<file path="src/hw/rtl/ljpf_pkg.sv">
// shared types, sizes and fixed-point constants for the lennard-jones step block
package ljpf_pkg;

    // particle store sizing
    localparam int MAX_P = 64;
    localparam int IDX_W = $clog2(MAX_P);
    localparam int CNT_W = IDX_W + 1;

    // arithmetic unit widths
    localparam int WORD_W = 64;
    localparam int HALF_W = 32;
    localparam int ROOT_W = 32;

    // unsigned q32.32 constants
    localparam logic [63:0] Q32_CAP    = 64'h4000_0000_0000_0000;
    localparam logic [63:0] RC2_Q32    = 64'd25 << 30;
    localparam logic [63:0] FSHIFT_Q32 = (64'd46491 << 42) / 64'd1220703125;
    localparam logic [63:0] KLIM24     = Q32_CAP / 64'd24;
    localparam logic [63:0] KLIM48     = Q32_CAP / 64'd48;
    localparam logic [63:0] ALL_ONES   = 64'hFFFF_FFFF_FFFF_FFFF;

    // configuration registers
    localparam int CFG_IDX_W = 2;
    localparam logic [CFG_IDX_W-1:0] CFG_BOX_LENGTH = 2'd0;
    localparam logic [CFG_IDX_W-1:0] CFG_TIME_STEP  = 2'd1;
    localparam logic [30:0] BOX_RESET = 31'd1310720;
    localparam logic [30:0] DT_RESET  = 31'd655;

    // input item
    typedef struct packed {
        logic signed [31:0] pos_x_in;
        logic signed [31:0] pos_y_in;
        logic signed [31:0] vel_x_in;
        logic signed [31:0] vel_y_in;
        logic               last_in;
    } in_item_t;

    // result item
    typedef struct packed {
        logic [5:0]         particle_index;
        logic signed [31:0] pos_x_out;
        logic signed [31:0] pos_y_out;
        logic signed [31:0] vel_x_out;
        logic signed [31:0] vel_y_out;
        logic               last_out;
    } out_item_t;

endpackage

</file>
<file path="src/hw/rtl/ljpf_mul.sv">
// 64x64 unsigned multiplier built from four sequential 32x32 partial products
module ljpf_mul
    import ljpf_pkg::*;
(
    input  logic                clk,
    input  logic                rst_n,
    input  logic                start,
    input  logic [WORD_W-1:0]   a,
    input  logic [WORD_W-1:0]   b,
    output logic                done,
    output logic [2*WORD_W-1:0] prod
);

    logic                busy_reg;
    logic                done_reg;
    logic [2:0]          step_reg;
    logic [WORD_W-1:0]   a_reg;
    logic [WORD_W-1:0]   b_reg;
    logic [WORD_W-1:0]   pp_reg;
    logic [2*WORD_W-1:0] acc_reg;
    logic [HALF_W-1:0]   a_half;
    logic [HALF_W-1:0]   b_half;
    logic [2*WORD_W-1:0] pp_shifted;

    // half selection: lo*lo, lo*hi, hi*lo, hi*hi
    assign a_half = step_reg[1] ? a_reg[WORD_W-1:HALF_W] : a_reg[HALF_W-1:0];
    assign b_half = step_reg[0] ? b_reg[WORD_W-1:HALF_W] : b_reg[HALF_W-1:0];

    // align the previous partial product
    always_comb
    begin
        case (step_reg)
            3'd1:    pp_shifted = {{WORD_W{1'b0}}, pp_reg};
            3'd2,
            3'd3:    pp_shifted = {{HALF_W{1'b0}}, pp_reg, {HALF_W{1'b0}}};
            3'd4:    pp_shifted = {pp_reg, {WORD_W{1'b0}}};
            default: pp_shifted = '0;
        endcase
    end

    // sequencing
    always_ff @(posedge clk or negedge rst_n)
    begin
        if (!rst_n)
        begin
            busy_reg <= 1'b0;
            done_reg <= 1'b0;
            step_reg <= '0;
        end
        else
        begin
            done_reg <= 1'b0;
            if (start && !busy_reg)
            begin
                busy_reg <= 1'b1;
                step_reg <= '0;
            end
            else if (busy_reg)
            begin
                step_reg <= step_reg + 3'd1;
                if (step_reg == 3'd4)
                begin
                    busy_reg <= 1'b0;
                    done_reg <= 1'b1;
                end
            end
        end
    end

    // operands, partial product and accumulator
    always_ff @(posedge clk)
    begin
        if (start && !busy_reg)
        begin
            a_reg   <= a;
            b_reg   <= b;
            acc_reg <= '0;
        end
        else if (busy_reg)
        begin
            pp_reg  <= a_half * b_half;
            acc_reg <= acc_reg + pp_shifted;
        end
    end

    assign done = done_reg;
    assign prod = acc_reg;

endmodule

</file>
<file path="config.mk">
export PLATFORM = sky130hd
export DESIGN_NAME = ljpf_mul
export DESIGN_NICKNAME = d
export VERILOG_FILES = /design/src/hw/rtl/ljpf_pkg.sv /design/src/hw/rtl/ljpf_mul.sv
export SDC_FILE = /design/constraint.sdc
export NUM_CORES = 2
export LEC_CHECK = 0
export BUFFER_PORTS_ARGS = -buffer_cell sky130_fd_sc_hd__buf_4
export CAP_MARGIN = 20
export CORE_UTILIZATION = 48
export CTS_CLUSTER_DIAMETER = 40
export DETAILED_ROUTE_END_ITERATION = 16
export PLACE_DENSITY_LB_ADDON = 0.12
export SLEW_MARGIN = 25
export SYNTH_ARGS = -nofsm -noshare
export SYNTH_HDL_FRONTEND = slang
export SYNTH_SLANG_ARGS = --single-unit
</file>
<file path="constraint.sdc">
create_clock -name clk -period 13.3 [get_ports clk]
set_input_delay 0.665 -clock clk [delete_from_list [all_inputs] [get_ports clk]]
set_output_delay 0.665 -clock clk [all_outputs]
set_load 0.01 [all_outputs]
</file>
==> results.sh <==
export IMPL_status="finished, final reports clean"
export IMPL_ys_types=98
export IMPL_r2r_slack_ps=3240
export IMPL_max_stage_delay_ps=980
export IMPL_cts_sinks=325
export IMPL_drv_slew=0
export IMPL_firstDrtPassIters=6
export IMPL_grt_pass1_vias=43831
export IMPL_synthCells=5801
export IMPL_cap_violations=0
export IMPL_drive_above_1_share_pct=10.3
export IMPL_fillers=10058
export IMPL_cp_slowest_cell="mux2i_4"
export IMPL_synthFlopType="edfxtp_1"
export IMPL_drt_iter0_drc=3999
export IMPL_cp_start_kind="flip-flop"
export IMPL_hold_viol_final=0
export IMPL_crit_buf_inv=5
export IMPL_r2r_end="pp_reg[62]"
export IMPL_dpl_hpwl_um=152000
export IMPL_clk_latency_ps=690
export IMPL_start_util_pct=48.6
export IMPL_cts_buffers=61
export IMPL_synth_fp_nets=7224
export IMPL_grt_overflow=0
export IMPL_synth_seq_area_share_pct=16.2
export IMPL_area_growth_pct=10.9
export IMPL_synthArstFlopShare_pct=1.54
export IMPL_cts_root_buf="clkbuf_16"
export IMPL_yosys_area_top_type_share_pct=34.4
export IMPL_die_x_um=332
export IMPL_antenna_found_initial=3
export IMPL_dieArea_um2=110000
export IMPL_cts_hold_buf=1
export IMPL_clock_fmax_mhz=99.4
export IMPL_postCtsSetupBuffers=0
export IMPL_pre_cts_slack_ps=3370
export IMPL_h_tree_depth=2
export IMPL_wl_per_cell_um=26.3
export IMPL_worstMarginPinSlew_ps=1090
export IMPL_track_usage_pct=35.2
export IMPL_critPathKind="flip-flop to flip-flop"
export IMPL_clk_pin_slew_ps=60
export IMPL_synthTopCellsByCount="inv_1 (938), fa_1 (897), nor2_1 (734), nand2_1 (694), ha_1 (395)"
export IMPL_tritoncts="yes"
export IMPL_crit_reg2reg_launch="step_reg[0]"
export IMPL_yosys_warnings=0
export IMPL_end_kind="flip-flop"
export IMPL_fin_skew_ps=28.7
export IMPL_grt_setup_unrepaired="no"
export IMPL_cts_path_max_buffers=3
export IMPL_core_area_um2=107000
export IMPL_grt_max_degree=85
export IMPL_critical_path_required_ps=13710
export IMPL_routed_wirelength_um=194000
export IMPL_worst_slack_ps=3240
export IMPL_tns_ps=0
export IMPL_vias=43273
export IMPL_finalCriticalPeriod_ps=10060
export IMPL_hold_slack_ps=152
export IMPL_synth_seq_cells=325
export IMPL_cp_arrival_ps=10470
export IMPL_cts_resized_gates=0
export IMPL_synth_area_leaders="fa_1 (34%), edfxtp_1 (11%), ha_1 (9.5%)"
export IMPL_avgSynthCellArea_um2=8.99
export IMPL_crit_fanout=51
export IMPL_synth_edf_count=192
export IMPL_synth_most_common_cell="inv_1"
export IMPL_setup_viol_count_final=0
export IMPL_largest_reg_flops=128
export IMPL_layout_nets=7350
export IMPL_hold_path_class="input port to flip-flop"
export IMPL_syn_area_um2=52200
export IMPL_die_height_um=332
export IMPL_grt_pass1_wl_um=285000
export IMPL_drc_errors=0
export IMPL_via_per_inst=5.86
export IMPL_cpMostUsedCell="fa_1"
export IMPL_r2r_cells=27
export IMPL_place_congestion=0.992
export IMPL_relSlewSlack_pct=25.9
export IMPL_whs_endpoint="b_reg[9]"
export IMPL_whs_path_depth=1
export IMPL_io_pins=260
export IMPL_fin_crit_sh_pct=75.6
export IMPL_yosys_area_top_type="fa_1"
export IMPL_row_count=120
export IMPL_antenna_left=0
export IMPL_crit_family="adder cells"
export IMPL_holdCritStartpoint="b[9]"
export IMPL_portBuffers=259
[worst register-to-register path, delay by kind of cell, from the launching register on]
family	cells	cell delay, ps
xor gates and xnor gates	1	130
DFF	1	600
muxes	1	980
buffers and inverters	5	930
adders and majority gates	9	4420
and+or+nand+nor	4	1300
AOI/OAI and AO/OA	7	1430
[cells in the final DEF (no fill, tap or decap), types with 34 or more instances in the layout]
cell	synthesis	layout
nor2_1	734	733
mux2_2	64	64
o21bai_1	50	50
clkbuf_16	0	61
xor2_1	79	79
nor3_1	34	34
a21oi_1	259	259
dfxtp_1	128	128
nand2_1	694	694
and3_1	50	50
inv_1	938	937
o21ai_0	210	210
a21o_1	98	97
and2_1	45	45
nand4_1	64	64
mux2i_2	0	40
a22o_1	75	75
ha_1	395	395
nand3_1	40	40
xnor2_1	91	91
buf_4	5	336
edfxtp_1	192	192
fa_1	897	897
[per-layer routing]
metal	vias to the layer above	part of all wire (%)	GRT usage (%)
met5	-	0.013	0
met4	4	6.1	17.3
met3	499	11	9.33
met2	2436	43	54.1
met1	21442	40	46.2
li1	18892	-	-
[final cells by class]
cell class / count / area, µm² / area share (%)
Inverter: 940 / 3530 / 6.10
Sequential cell: 325 / 8460 / 14.6
Clock buffer: 68 / 1570 / 2.72
Multi-Input combinational cell: 4260 / 39400 / 68.1
Tap cell: 1403 / 1760 / 3.03
Timing Repair Buffer: 339 / 2570 / 4.45
Antenna cell: 2 / 5.00 / 0.00865
Clock inverter: 47 / 544 / 0.941
[worst max path at each step]
stage                 from         end  depth (start not counted)
4_1_cts        step_reg[0]  pp_reg[62]                         27
5_1_grt        step_reg[0]  pp_reg[62]                         27
3_3_place_gp   step_reg[0]  pp_reg[62]                         27
6_report       step_reg[0]  pp_reg[62]                         27
2_1_floorplan  step_reg[0]  pp_reg[60]                         30
3_5_place_dp   step_reg[0]  pp_reg[62]                         27
[per-stage QoR]
stage                     instance area, µm²  util [%]  instances
after global routing                   57800      53.9       7382
final                                  57900      53.9       7384
after CTS                              57800      53.9       7382
after global placement                 55700      51.9       7264
after floorplan                        52200         -       5801
after detailed placement               55700      51.9       7266
[cells by family after synthesis]
| logic type | share of synthesized area (%) |
|---|---|
| fa+ha+maj | 43.9 |
| mux | 2.63 |
| compound gates | 11.2 |
| flops | 16.2 |
| buf+inv | 8.82 |
| simple gates | 14.4 |
| xor+xnor | 2.85 |
Power is not shown: default switching activity piles up to over one toggle a cycle in this logic, so the estimate is an artifact.
