<file path="config.mk">
export PLATFORM = sky130hd
export DESIGN_NAME = ljpf_div
export DESIGN_NICKNAME = d
export VERILOG_FILES = /design/src/hw/rtl/ljpf_pkg.sv /design/src/hw/rtl/ljpf_div.sv
export SDC_FILE = /design/constraint.sdc
export NUM_CORES = 1
export LEC_CHECK = 0
export ABC_AREA = 1
export BUFFER_PORTS_ARGS = -buffer_cell sky130_fd_sc_hd__buf_2
export CAP_MARGIN = 25
export CORE_ASPECT_RATIO = 1.75
export CORE_MARGIN = 4
export CORE_UTILIZATION = 30
export DETAILED_ROUTE_END_ITERATION = 8
export HOLD_SLACK_MARGIN = 0.12
export PLACE_DENSITY = 0.49
export SETUP_SLACK_MARGIN = 0.4
export SYNTH_ARGS = -nofsm -noshare
export SYNTH_HDL_FRONTEND = slang
export SYNTH_SLANG_ARGS = --single-unit
export TNS_END_PERCENT = 10
</file>
<file path="constraint.sdc">
create_clock -name clk -period 4.2 [get_ports clk]
set_clock_uncertainty 0.2 [all_clocks]
set_input_delay 0.42 -clock clk [delete_from_list [all_inputs] [get_ports clk]]
set_output_delay 0.42 -clock clk [all_outputs]
set_load 0.005 [all_outputs]
</file>
<file path="src/hw/rtl/ljpf_pkg.sv">
// shared types, sizes and fixed-point constants for the lennard-jones step block
package ljpf_pkg;

    // particle store sizing
    localparam int MAX_P = 64;
    localparam int IDX_W = $clog2(MAX_P);
    localparam int CNT_W = IDX_W + 1;

    // arithmetic unit widths
    localparam int WORD_W = 64;
    localparam int HALF_W = 32;
    localparam int ROOT_W = 32;

    // unsigned q32.32 constants
    localparam logic [63:0] Q32_CAP    = 64'h4000_0000_0000_0000;
    localparam logic [63:0] RC2_Q32    = 64'd25 << 30;
    localparam logic [63:0] FSHIFT_Q32 = (64'd46491 << 42) / 64'd1220703125;
    localparam logic [63:0] KLIM24     = Q32_CAP / 64'd24;
    localparam logic [63:0] KLIM48     = Q32_CAP / 64'd48;
    localparam logic [63:0] ALL_ONES   = 64'hFFFF_FFFF_FFFF_FFFF;

    // configuration registers
    localparam int CFG_IDX_W = 2;
    localparam logic [CFG_IDX_W-1:0] CFG_BOX_LENGTH = 2'd0;
    localparam logic [CFG_IDX_W-1:0] CFG_TIME_STEP  = 2'd1;
    localparam logic [30:0] BOX_RESET = 31'd1310720;
    localparam logic [30:0] DT_RESET  = 31'd655;

    // input item
    typedef struct packed {
        logic signed [31:0] pos_x_in;
        logic signed [31:0] pos_y_in;
        logic signed [31:0] vel_x_in;
        logic signed [31:0] vel_y_in;
        logic               last_in;
    } in_item_t;

    // result item
    typedef struct packed {
        logic [5:0]         particle_index;
        logic signed [31:0] pos_x_out;
        logic signed [31:0] pos_y_out;
        logic signed [31:0] vel_x_out;
        logic signed [31:0] vel_y_out;
        logic               last_out;
    } out_item_t;

endpackage

</file>
<file path="src/hw/rtl/ljpf_div.sv">
// 64-bit unsigned restoring divider, one quotient bit per cycle
module ljpf_div
    import ljpf_pkg::*;
(
    input  logic              clk,
    input  logic              rst_n,
    input  logic              start,
    input  logic [WORD_W-1:0] dividend,
    input  logic [WORD_W-1:0] divisor,
    output logic              done,
    output logic [WORD_W-1:0] quotient
);

    localparam int CW = $clog2(WORD_W);

    logic              busy_reg;
    logic              done_reg;
    logic [CW-1:0]     cnt_reg;
    logic [WORD_W-1:0] quo_reg;
    logic [WORD_W-1:0] rem_reg;
    logic [WORD_W-1:0] dsr_reg;
    logic [WORD_W:0]   rem_shift;
    logic [WORD_W:0]   rem_sub;
    logic              fits;

    // one restoring step
    assign rem_shift = {rem_reg, quo_reg[WORD_W-1]};
    assign rem_sub   = rem_shift - {1'b0, dsr_reg};
    assign fits      = rem_shift >= {1'b0, dsr_reg};

    // sequencing
    always_ff @(posedge clk or negedge rst_n)
    begin
        if (!rst_n)
        begin
            busy_reg <= 1'b0;
            done_reg <= 1'b0;
            cnt_reg  <= '0;
        end
        else
        begin
            done_reg <= 1'b0;
            if (start && !busy_reg)
            begin
                busy_reg <= 1'b1;
                cnt_reg  <= '0;
            end
            else if (busy_reg)
            begin
                cnt_reg <= cnt_reg + CW'(1);
                if (cnt_reg == CW'(WORD_W - 1))
                begin
                    busy_reg <= 1'b0;
                    done_reg <= 1'b1;
                end
            end
        end
    end

    // remainder and quotient
    always_ff @(posedge clk)
    begin
        if (start && !busy_reg)
        begin
            quo_reg <= dividend;
            rem_reg <= '0;
            dsr_reg <= divisor;
        end
        else if (busy_reg)
        begin
            rem_reg <= fits ? rem_sub[WORD_W-1:0] : rem_shift[WORD_W-1:0];
            quo_reg <= {quo_reg[WORD_W-2:0], fits};
        end
    end

    assign done     = done_reg;
    assign quotient = quo_reg;

endmodule

</file>
==> key figures <==
Synthesis
  • Post-synth net total: 2379
  • Main area contributors after synthesis: edfxtp_1, nand2_1, inv_1
  • Top-area cell type share of the netlist area: about 27%
  • Synth area leader: edfxtp_1
  • Post-synthesis mux area share: 0%
  • Simple-gate share of the synthesized area: 37.5%
  • Prevailing post-synth register cell: edfxtp_1
  • Adder-Cell Fraction of Synth Area: under 10%
  • Netlist cell types: 40
  • Number of flops mapped to enable cells by yosys: 128
  • Post-synthesis instance area: 14300 sq um
  • Synth Area in XOR/XNOR: 1.90%
  • Ys async rst share: 4.00%
  • Synth Area in Compound Gates: 4.21%
  • Syn_area_per_cell: 6.56 sq um
  • Cell count after synthesis: 2182
  • Largest family of logic cells by synthesized area: simple AND/OR/NAND/NOR gates
  • YS warnings: 0
  • Register area share after synthesis: a little under two fifths
  • Register bit total from synthesis: 200

Setup path
  • CP Cell Sequence: inv_1 -> ha_1 -> nand2_1 -> nor2_1 -> nand2_1 -> clkinv_1 -> nand2_1 -> nand2_1 -> inv_2 -> nand2_2 -> nand2_2 -> buf_4 -> nand3_1 -> nand3_1 -> o21ai_1
  • CP max stage cell: buf_4
  • Worst Path Required: 4.36 ns
  • Reg-to-reg slack, setup: a little under 0.9 ns
  • Critical setup path kind: reg -> reg
  • Startpoint Class: flip-flop
  • CP Capture Type: flip-flop
  • CP arrival: about 3.5 ns
  • CP peak stage delay: 0.68 ns
  • Crit Path Max Fanout: 66
  • RR Startpoint: dsr_reg[25]$_DFFE_PP_
  • Worst R2R End: rem_reg[4]$_SDFFE_PP0P_
  • Worst-case reg-to-reg path depth: 15
  • Most frequent CP cell: nand2_1

Placement
  • Post-Place Cells: 2928
  • Buffers added on ports: 195
  • Dpl ws: 0.925 ns
  • RePlAce Congestion: roughly 1
  • Final HPWL DP: 43900 um

Routing
  • Post-route ant nets: 0
  • Detailed-router iteration count before antenna repair: 5
  • Drc violations: 0
  • Vias per inst: roughly 4.6
  • WL per Instance: around 18 um
  • Via count: 14162
  • Total wire length: 54700 um
  • Initial drt markers: 691

Die
  • Die Y: 297 um
  • Core Region: 47000 sq um
  • Die Width: 173 um
  • Row cnt: 105
  • Io pins: 196
  • Initial Util: 30.4%
  • Die area: 51400 sq um

Global routing
  • Global route total overflow: 0
  • Vias in the first global route: 14533
  • Gr usage total: 21.2%
  • Initial antenna violation count: 0
  • Pin count of the biggest net entering global routing: 129
  • First-pass GRT wire length: around 83000 um

Power
  • Peak supply drop: 0.000388 V
  • Final total power: 12.8 mW
  • Total leakage power: between 9 and 10 nW
  • PwrDens: 721 nW/um^2

STA
  • Fin. Hold Viols: 0
  • Fmax achieved: 0.302 GHz
  • RSZ-0062 raised after global routing: no
  • Final Max Slew Viols: 0
  • Setup Total Neg Slack: 0 ns
  • Worst-margin pin slew: 0.932 ns
  • Final setup violation count: 0
  • Final Cycle Share: ~79%
  • Final Critical Period: between 3 and 4 ns
  • Slew margin rel.: 37.9%
  • Setup slack after layout: a little under 0.9 ns

Final layout
  • # diodes: 0
  • Share of cells above drive strength 1: 11.4%
  • Layout overhead on the synthesized area: 24.2%
  • Final Non-Filler Cells: 3090
  • Fin nets: 2686

Clocking
  • Worst-Skew Late Latency: 0.49 ns
  • Root Driver: clkbuf_16
  • CTS Buffer Depth: 2
  • CTS Buf Count: 17
  • CTS Sinks: 200
  • CTS H-tree depth: 4
  • TritonCTS clock tree: built
  • Postcts setup bufs: 0
  • Reg clk slew, reported paths: approximately 0.09 ns

Hold path
  • Hold_sp: rem_reg[63]$_SDFFE_PP0P_
  • Worst Hold End: rem_reg[63]$_SDFFE_PP0P_
  • Hold path cells: 2
  • Worst Hold Class: reg -> reg

Run
  • Max_cap viols: 0

Run status
  • Status: completed
[metrics by stage]
stage | instance area [sq um] | util, % | hold slack, ns
CTS | 17800 | 37.8 | 0.273
detailed placement | 15900 | 33.8 | 0.0788
floorplan | 14300 | - | -0.0756
finish | 17800 | 37.8 | 0.272
global placement | 15900 | 33.8 | 0.0726
global route | 17800 | 37.8 | 0.293
[critical path, delay by kind of cell (launching register included)]
| kind | cells | cell delay (ns) |
|---|---|---|
| AO/OA/AOI/OAI | 1 | 0.08 |
| adder cells (fa/ha/maj) | 1 | 0.31 |
| flip-flops | 1 | 0.37 |
| buffers and inverters | 4 | 0.92 |
| AND/OR/NAND/NOR | 9 | 1.20 |
[cells by family after synthesis]
family	after synthesis
xor gates and xnor gates	31
and+or+nand+nor	1291
adders and majority gates	66
buffers and inverters	481
AOI/OAI and AO/OA	113
DFF	200
[layout by cell type (no fill, tap or decap), types with 4 or more instances in the layout]
master and instances:
a21oi_1 52, buf_12 4, buf_2 195, buf_4 7, clkbuf_16 17, dfrtp_1 7, dfxtp_1 64, dlygate4sd3_1 130
edfxtp_1 128, ha_1 65, inv_1 421, inv_2 10, inv_8 4, nand2_1 916, nand2_2 7, nand3_1 155
nand3_2 11, nand3b_1 26, nand4_1 22, nor2_1 118, nor2_2 13, nor3_1 12, o21ai_0 33, o21ai_1 14
o21bai_1 9, xnor2_1 28
[routing by layer]
| layer | routed length (um) | up-vias | track usage [%] | part of all wire [%] |
|---|---|---|---|---|
| met5 | 0 | - | 0 | 0 |
| met4 | 3720 | 0 | 13.3 | 6.8 |
| met3 | 1900 | 106 | 3.13 | 3.5 |
| met2 | 30100 | 372 | 41.6 | 55 |
| met1 | 19000 | 6382 | 20.2 | 35 |
| li1 | - | 7302 | - | - |
[cell usage after synthesis, types with 8 or more instances]
library cell	count
o21bai_1	9
nand4_1	22
clkbuf_1	21
dfxtp_1	64
o21ai_0	33
ha_1	65
dfrtp_1	8
nand2_1	916
o21ai_1	14
nand3_2	11
nand3b_1	26
nand3_1	155
inv_2	10
a21oi_1	52
buf_6	10
edfxtp_1	128
nor3_1	12
nor2_1	120
buf_2	9
inv_1	421
nor2_2	12
xnor2_1	28
[worst max path at each step]
| stage | startpoint | end | depth (start not counted) | slack, ns |
|---|---|---|---|---|
| finish | dsr_reg[25]$_DFFE_PP_ | rem_reg[4]$_SDFFE_PP0P_ | 15 | 0.89 |
| global route | dsr_reg[3]$_DFFE_PP_ | rem_reg[25]$_SDFFE_PP0P_ | 17 | 0.66 |
| CTS | dsr_reg[25]$_DFFE_PP_ | rem_reg[63]$_SDFFE_PP0P_ | 17 | 0.89 |
| detailed placement | dsr_reg[25]$_DFFE_PP_ | rem_reg[26]$_SDFFE_PP0P_ | 15 | 0.92 |
| global placement | dsr_reg[25]$_DFFE_PP_ | rem_reg[59]$_SDFFE_PP0P_ | 17 | 0.94 |
| floorplan | busy_reg$_DFF_PN0_ | quotient[0]$_DFFE_PP_ | 4 | 0.83 |
[layout make-up]
cell class | instances | area (sq um)
inverter | 433 | 1630
fill | 5090 | 29300
clock buffer | 18 | 429
timing repair buffer | 336 | 2410
tap | 588 | 736
sequential | 200 | 5330
clock inverter | 14 | 158
multi-input combinational | 1501 | 7090
[where the power goes]
part	switching, mW	total (mW)	internal, mW	leakage, nW
sequential	0.454	3.43	2.98	1.87
clock	0.872	1.72	0.846	0.290
combinational	5.04	7.66	2.61	7.42
total	6.37	12.8	6.44	9.59
[repair_timing]
action	CTS	global route
resized for setup	0	0
endpoints found under the hold margin	136	0
hold buffers	130	0
No activity file was read; power rests on OpenSTA's default activity.
