$ cat config.mk
export PLATFORM = sky130hd
export DESIGN_NAME = ljpf_sqrt
export DESIGN_NICKNAME = d
export VERILOG_FILES = /design/src/hw/rtl/ljpf_pkg.sv /design/src/hw/rtl/ljpf_sqrt.sv
export SDC_FILE = /design/constraint.sdc
export NUM_CORES = 1
export LEC_CHECK = 0
export BUFFER_PORTS_ARGS = -buffer_cell sky130_fd_sc_hd__buf_2
export CAP_MARGIN = 40
export CORE_ASPECT_RATIO = 0.75
export CORE_MARGIN = 2
export CORE_UTILIZATION = 35
export DETAILED_ROUTE_END_ITERATION = 8
export SYNTH_ARGS = -nofsm -noshare
export SYNTH_HDL_FRONTEND = slang
export SYNTH_SLANG_ARGS = --single-unit
$ cat constraint.sdc
create_clock -name clk -period 7.45 [get_ports clk]
set_clock_uncertainty 0.15 [all_clocks]
set_input_delay 1.1175 -clock clk [delete_from_list [all_inputs] [get_ports clk]]
set_output_delay 1.1175 -clock clk [all_outputs]
set_load 0.005 [all_outputs]
$ cat src/hw/rtl/ljpf_pkg.sv
// shared types, sizes and fixed-point constants for the lennard-jones step block
package ljpf_pkg;

    // particle store sizing
    localparam int MAX_P = 64;
    localparam int IDX_W = $clog2(MAX_P);
    localparam int CNT_W = IDX_W + 1;

    // arithmetic unit widths
    localparam int WORD_W = 64;
    localparam int HALF_W = 32;
    localparam int ROOT_W = 32;

    // unsigned q32.32 constants
    localparam logic [63:0] Q32_CAP    = 64'h4000_0000_0000_0000;
    localparam logic [63:0] RC2_Q32    = 64'd25 << 30;
    localparam logic [63:0] FSHIFT_Q32 = (64'd46491 << 42) / 64'd1220703125;
    localparam logic [63:0] KLIM24     = Q32_CAP / 64'd24;
    localparam logic [63:0] KLIM48     = Q32_CAP / 64'd48;
    localparam logic [63:0] ALL_ONES   = 64'hFFFF_FFFF_FFFF_FFFF;

    // configuration registers
    localparam int CFG_IDX_W = 2;
    localparam logic [CFG_IDX_W-1:0] CFG_BOX_LENGTH = 2'd0;
    localparam logic [CFG_IDX_W-1:0] CFG_TIME_STEP  = 2'd1;
    localparam logic [30:0] BOX_RESET = 31'd1310720;
    localparam logic [30:0] DT_RESET  = 31'd655;

    // input item
    typedef struct packed {
        logic signed [31:0] pos_x_in;
        logic signed [31:0] pos_y_in;
        logic signed [31:0] vel_x_in;
        logic signed [31:0] vel_y_in;
        logic               last_in;
    } in_item_t;

    // result item
    typedef struct packed {
        logic [5:0]         particle_index;
        logic signed [31:0] pos_x_out;
        logic signed [31:0] pos_y_out;
        logic signed [31:0] vel_x_out;
        logic signed [31:0] vel_y_out;
        logic               last_out;
    } out_item_t;

endpackage

$ cat src/hw/rtl/ljpf_sqrt.sv
// 64-bit integer square root, one result bit per cycle
module ljpf_sqrt
    import ljpf_pkg::*;
(
    input  logic              clk,
    input  logic              rst_n,
    input  logic              start,
    input  logic [WORD_W-1:0] rad,
    output logic              done,
    output logic [ROOT_W-1:0] root
);

    localparam int CW = $clog2(ROOT_W);

    logic              busy_reg;
    logic              done_reg;
    logic [CW-1:0]     cnt_reg;
    logic [WORD_W-1:0] v_reg;
    logic [WORD_W-1:0] res_reg;
    logic [WORD_W-1:0] bit_reg;
    logic [WORD_W-1:0] trial;

    assign trial = res_reg + bit_reg;

    // sequencing
    always_ff @(posedge clk or negedge rst_n)
    begin
        if (!rst_n)
        begin
            busy_reg <= 1'b0;
            done_reg <= 1'b0;
            cnt_reg  <= '0;
        end
        else
        begin
            done_reg <= 1'b0;
            if (start && !busy_reg)
            begin
                busy_reg <= 1'b1;
                cnt_reg  <= '0;
            end
            else if (busy_reg)
            begin
                cnt_reg <= cnt_reg + CW'(1);
                if (cnt_reg == CW'(ROOT_W - 1))
                begin
                    busy_reg <= 1'b0;
                    done_reg <= 1'b1;
                end
            end
        end
    end

    // digit-by-digit root
    always_ff @(posedge clk)
    begin
        if (start && !busy_reg)
        begin
            v_reg   <= rad;
            res_reg <= '0;
            bit_reg <= {2'b01, {(WORD_W-2){1'b0}}};
        end
        else if (busy_reg)
        begin
            if (v_reg >= trial)
            begin
                v_reg   <= v_reg - trial;
                res_reg <= (res_reg >> 1) + bit_reg;
            end
            else
            begin
                res_reg <= res_reg >> 1;
            end
            bit_reg <= bit_reg >> 2;
        end
    end

    assign done = done_reg;
    assign root = res_reg[ROOT_W-1:0];

endmodule

==> results of run 1 <==
[cell type report]
| cell class | instances | area share |
|---|---|---|
| flip-flops and latches | 167 | 0.244 |
| repair buffers | 110 | 0.0383 |
| multi-input cells | 1623 | 0.628 |
| clock buffers | 20 | 0.0297 |
| clock inverters | 12 | 0.00820 |
| well taps | 569 | 0.0432 |
| inverters | 36 | 0.00820 |
[placed cells by master (no fill, tap or decap), types with 15 or more instances in the layout]
master       n
a211oi_1    18
a21o_1      44
a21oi_1    164
a22o_1      15
a31oi_1     62
buf_2       99
clkbuf_16   19
dfxtp_1     96
edfxtp_1    64
ha_1       132
inv_1       35
nand2_1    303
nand3_1     37
nand4_1     54
nor2_1     130
nor2b_1     20
nor3_1      31
o21ai_0    195
o21bai_1    25
o31ai_1     19
xnor2_1     88
xor2_1      78
[final timing paths]
kind                                       endpoint  slack [ns]  cells after the start
max in group asynchronous        busy_reg$_DFF_PN0_        6.65                      1
min in group clk            res_reg[0]$_SDFFE_PP0P_        0.35                      2
hold / removal               cnt_reg[4]$_DFFE_PN0P_        0.32                      1
setup / recovery           res_reg[54]$_SDFFE_PP0P_        0.64                     22
hold reg to reg             res_reg[0]$_SDFFE_PP0P_        0.35                      2
setup reg to reg           res_reg[54]$_SDFFE_PP0P_        0.64                     22
[logic make-up after synthesis]
kind of cell,count (synthesis)
adders and majority gates,133
AOI/OAI and AO/OA,651
buffers and inverters,174
and+or+nand+nor,658
DFF,167
muxes,15
xor gates and xnor gates,166
[what timing repair did]
item | CTS | global route
gates resized for setup | 0 | 2
endpoints found under the hold margin | 0 | 0
setup endpoints to repair | 0 | 41
[per-layer routing]
metal  vias to the layer above  track usage  share of wire
li1                       7144            -              -
met1                      6936        0.317           0.51
met2                       512        0.303           0.41
met3                        40       0.0349          0.068
met4                         0       0.0473          0.011
met5                         -            0              0
[metrics by stage]
stage | utilization | std cells | setup slack [ns] | cell area [um2] | hold slack, ns
floorplan | - | 1964 | 0.811 | 15100 | 0.304
CTS | 0.390 | 2537 | 0.607 | 16500 | 0.299
global placement | 0.373 | 2503 | 0.820 | 15800 | 0.316
finish | 0.390 | 2537 | 0.638 | 16500 | 0.324
detailed placement | 0.375 | 2505 | 0.658 | 15800 | 0.344
global route | 0.390 | 2537 | 0.115 | 16500 | 0.313
==> impl_metrics.env, run 1 <==
export IMPL_netlist_instances=1964
export IMPL_crit_buf_inv=1
export IMPL_htree_levels=4
export IMPL_synthArstFlopShare=0.0419
export IMPL_crit_path_start="res_reg[8]$_SDFFE_PP0P_"
export IMPL_start_util=0.357
export IMPL_drtIter0Drc=1486
export IMPL_synth_area_um2=15100
export IMPL_diodes=0
export IMPL_dieArea_um2=44900
export IMPL_std_cell_rows=65
export IMPL_yosysTopAreaCellShare=0.127
export IMPL_crit_chain="ha_1 -> a31oi_1 -> o21ai_0 -> a21oi_1 -> o21ai_0 -> a21o_1 -> a21boi_0 -> o21ai_0 -> a31o_2 -> nand2_1 -> xor2_1 -> ha_1 -> nand2_1 -> nor4_1 -> a211o_1 -> nand2_1 -> a211o_1 -> o221ai_4 -> buf_4 -> nand2_1 -> o32ai_1 -> a221o_1"
export IMPL_status="completed"
export IMPL_numPortBuffers=99
export IMPL_area_growth_pct=9.09
export IMPL_insertion_delay_ns=0.47
export IMPL_setup_viol=0
export IMPL_grt_overflow=0
export IMPL_synthTopCellsByCount="nand2_1, o21ai_0, a21oi_1"
export IMPL_n_fill_cell=4374
export IMPL_synth_xor_area_share=0.0962
export IMPL_hold_viol=0
export IMPL_rsz0062_at_grt="false"
export IMPL_synth_seq_area_share=0.266
export IMPL_synth_simple_area_share=0.198
export IMPL_layout_min_cycle_time_ns=6.81
export IMPL_yosysTopAreaCell="dfxtp_1"
export IMPL_crit_type="reg2reg"
export IMPL_cts_tree="done"
export IMPL_cap_violations=0
export IMPL_ys_types=82
export IMPL_syn_num_nets=2164
export IMPL_synth_area_leaders="dfxtp_1, edfxtp_1, ha_1"
export IMPL_path_common_cell="nand2_1"
export IMPL_grt_pass1_vias=13500
export IMPL_end_kind="register"
export IMPL_worstReg2RegStart="res_reg[8]$_SDFFE_PP0P_"
export IMPL_coreArea_um2=42300
export IMPL_slowest_stage="buf_4"
export IMPL_grt_pass1_wl_um=74700
export IMPL_critPathRequiredTime_ns=7.71
export IMPL_clk_pin_slew_ns=0.07
export IMPL_crit_path_max_incr_delay_ns=0.61
export IMPL_grt_usage=0.208
export IMPL_synth_most_common_cell="nand2_1"
export IMPL_clock_sinks=167
export IMPL_critPathLaunchType="register"
export IMPL_clockRootBuffer="clkbuf_16"
export IMPL_period_share=0.914
export IMPL_place_congestion=0.938
export IMPL_post_cts_buffers=0
export IMPL_layout_drive_gt1_share=0.0976
export IMPL_setup_tns_ns=0
export IMPL_synth_area_per_cell_um2=7.69
export IMPL_ys_warn_count=0
export IMPL_wire_per_inst_um=18.6
export IMPL_multiInputGateArea_um2=10400
export IMPL_regArea_um2=4020
export IMPL_num_vias=14600
export IMPL_drt_total_wl_um=47100
export IMPL_die_height_um=184
export IMPL_muxShareOfSynthArea=0.0101
export IMPL_fin_nets=2155
export IMPL_grt_max_degree=84
export IMPL_die_x_um=244
export IMPL_synth_edf_count=64
export IMPL_synthFlopType="dfxtp_1"
export IMPL_ant_nets=0
export IMPL_worstPathMaxFanout=63
export IMPL_antenna_found_initial=0
export IMPL_cp_data_arrival_time_ns=7.08
export IMPL_max_freq_mhz=147
export IMPL_hold_path_class="in2async"
export IMPL_cts_buffer_depth=2
export IMPL_numCtsBuffers=17
export IMPL_final_max_slew_viol_count=0
export IMPL_viasPerCell=5.77
export IMPL_drc=0
export IMPL_synth_top_family_by_area="compound AO/OA/AOI/OAI gates"
export IMPL_cts_hold_buffers=0
export IMPL_hpwlAfterDp_um=35700
export IMPL_synth_fa_ha_area_frac=0.111
export IMPL_io_pins=100
export IMPL_crit_family="compound AO/OA/AOI/OAI gates"
export IMPL_worst_slew_pin_slew_ns=0.908
export IMPL_ys_ff_latch=167
export IMPL_first_pass_iters=6
export IMPL_synth_compound_area_frac=0.267
export IMPL_max_slew_margin=0.395
Power of run 1 is left out: the tool's default activity adds up to more than one toggle a clock period on the data nets, which glitch-free logic cannot reach.
==> inputs of run 2 (changes only) <==
- CORE_UTILIZATION: 35 -> 57
- PLACE_DENSITY: unset -> 0.79
==> run 2 against run 1 <==
Cell count shrank 8.9%. Count of clock-buffer cells in the layout shrank 2. Fmax grew 3.1%. Flip-flop and latch count is the same. Register-to-register slack gained 0.20 ns. Critical path depth shrank 1. Hold slack gained 0.014 ns. Sequential share of layout area grew 0.57 points. Setup slack gained 0.20 ns. Largest cell class unchanged. Highest routed layer unchanged.
==> impl_metrics.env, run 2 (synthesis gave the netlist of run 1 again) <==
export IMPL_hold_viol=0
export IMPL_viasPerCell=6.43
export IMPL_clock_sinks=167
export IMPL_end_kind="register"
export IMPL_setup_viol=0
export IMPL_place_congestion=0.970
export IMPL_hpwlAfterDp_um=33800
export IMPL_cts_buffer_depth=2
export IMPL_final_setup_worst_slack_ns=0.841
export IMPL_rsz0062_at_grt="false"
export IMPL_max_freq_mhz=151
export IMPL_htree_levels=4
export IMPL_first_pass_iters=6
export IMPL_drc=0
export IMPL_cap_violations=0
export IMPL_coreArea_um2=26000
export IMPL_insertion_delay_ns=0.46
export IMPL_r2r_slack_ns=0.84
export IMPL_cts_tree="done"
export IMPL_ant_nets=0
export IMPL_numPortBuffers=99
export IMPL_final_max_slew_viol_count=0
export IMPL_post_cts_buffers=0
export IMPL_crit_type="reg2reg"
export IMPL_crit_path_start="res_reg[8]$_SDFFE_PP0P_"
export IMPL_io_pins=100
export IMPL_clockRootBuffer="clkbuf_16"
export IMPL_drtIter0Drc=1805
export IMPL_regToRegEndpoint="res_reg[54]$_SDFFE_PP0P_"
export IMPL_status="completed"
export IMPL_worstPathMaxFanout=63
export IMPL_num_vias=14900
export IMPL_diodes=0
export IMPL_drt_total_wl_um=45100
export IMPL_area_growth_pct=6.59
export IMPL_grt_pass1_vias=13500
export IMPL_grt_usage=0.325
export IMPL_post_place_ws_ns=1.07
export IMPL_hold_path_class="in2async"
export IMPL_clk_pin_slew_ns=0.08
export IMPL_layout_min_cycle_time_ns=6.61
export IMPL_critPathLaunchType="register"
export IMPL_die_x_um=192
export IMPL_antenna_found_initial=0
export IMPL_grt_overflow=0
export IMPL_mostFrequentLayoutCells="nand2_1, o21ai_0, a21oi_1"
export IMPL_max_slew_margin=0.391
export IMPL_fin_nets=2155
export IMPL_numCtsBuffers=17
export IMPL_n_fill_cell=2424
export IMPL_std_cell_rows=51
export IMPL_worstRegToRegCells=21
export IMPL_worst_slew_pin_slew_ns=0.890
export IMPL_crit_buf_inv=1
export IMPL_slowest_stage="buf_4"
export IMPL_setup_tns_ns=0
export IMPL_grt_max_degree=84
export IMPL_crit_path_max_incr_delay_ns=0.61
export IMPL_layout_drive_gt1_share=0.0960
export IMPL_critPathRequiredTime_ns=7.70
export IMPL_layout_commonest_cell="nand2_1"
export IMPL_cts_hold_buffers=0
export IMPL_die_height_um=145
export IMPL_cts_resized=0
export IMPL_crit_family="compound AO/OA/AOI/OAI gates"
export IMPL_period_share=0.887
export IMPL_grt_pass1_wl_um=72400
export IMPL_wire_per_inst_um=19.5
export IMPL_worstReg2RegStart="res_reg[8]$_SDFFE_PP0P_"
export IMPL_cp_data_arrival_time_ns=6.86
export IMPL_crit_chain="ha_1 -> a31oi_1 -> o21ai_0 -> a21oi_1 -> o21ai_0 -> a21o_1 -> a21boi_0 -> o21ai_0 -> a31o_2 -> a31oi_1 -> xor2_1 -> ha_1 -> nand2_1 -> nor3_1 -> nand2_1 -> a211o_1 -> o221ai_4 -> buf_4 -> nand2_1 -> o32ai_1 -> a221o_1"
export IMPL_start_util=0.580
export IMPL_dieArea_um2=27800
## run 2: worst max path at each step
stage / endpoint / depth (start not counted)
final: res_reg[54]$_SDFFE_PP0P_ / 21
after global routing: res_reg[54]$_SDFFE_PP0P_ / 21
after CTS: res_reg[54]$_SDFFE_PP0P_ / 21
after detailed placement: res_reg[54]$_SDFFE_PP0P_ / 21
after global placement: res_reg[61]$_SDFFE_PP0P_ / 21
after floorplan: v_reg[0]$_DFFE_PP_ / 20
## run 2: area by class of cell
type                       count  area [um2]  area share
multi-input combinational   1623       10300       0.643
clock inverter                14         123     0.00761
timing repair buffer         110         598      0.0371
clock buffer                  18         450      0.0280
inverter                      36         135     0.00839
sequential                   167        4020       0.250
tap                          344         430      0.0267
## run 2: through the flow
stage / hold WS (ns) / cells / instance area [um2] / utilization
finish: 0.337 / 2312 / 16100 / 0.619
global route: 0.335 / 2312 / 16100 / 0.619
CTS: 0.329 / 2311 / 16100 / 0.617
detailed placement: 0.346 / 2279 / 15500 / 0.595
global placement: 0.313 / 2279 / 15500 / 0.595
floorplan: 0.304 / 1964 / 15100 / -
## run 2: routing by layer
metal / vias up / track usage / routed length, um
met5: - / 0 / 0
met4: 0 / 0.0664 / 638
met3: 53 / 0.0636 / 5130
met2: 807 / 0.438 / 17400
met1: 6878 / 0.524 / 21900
li1: 7129 / - / -
Power of run 2 is left out for the same reason.
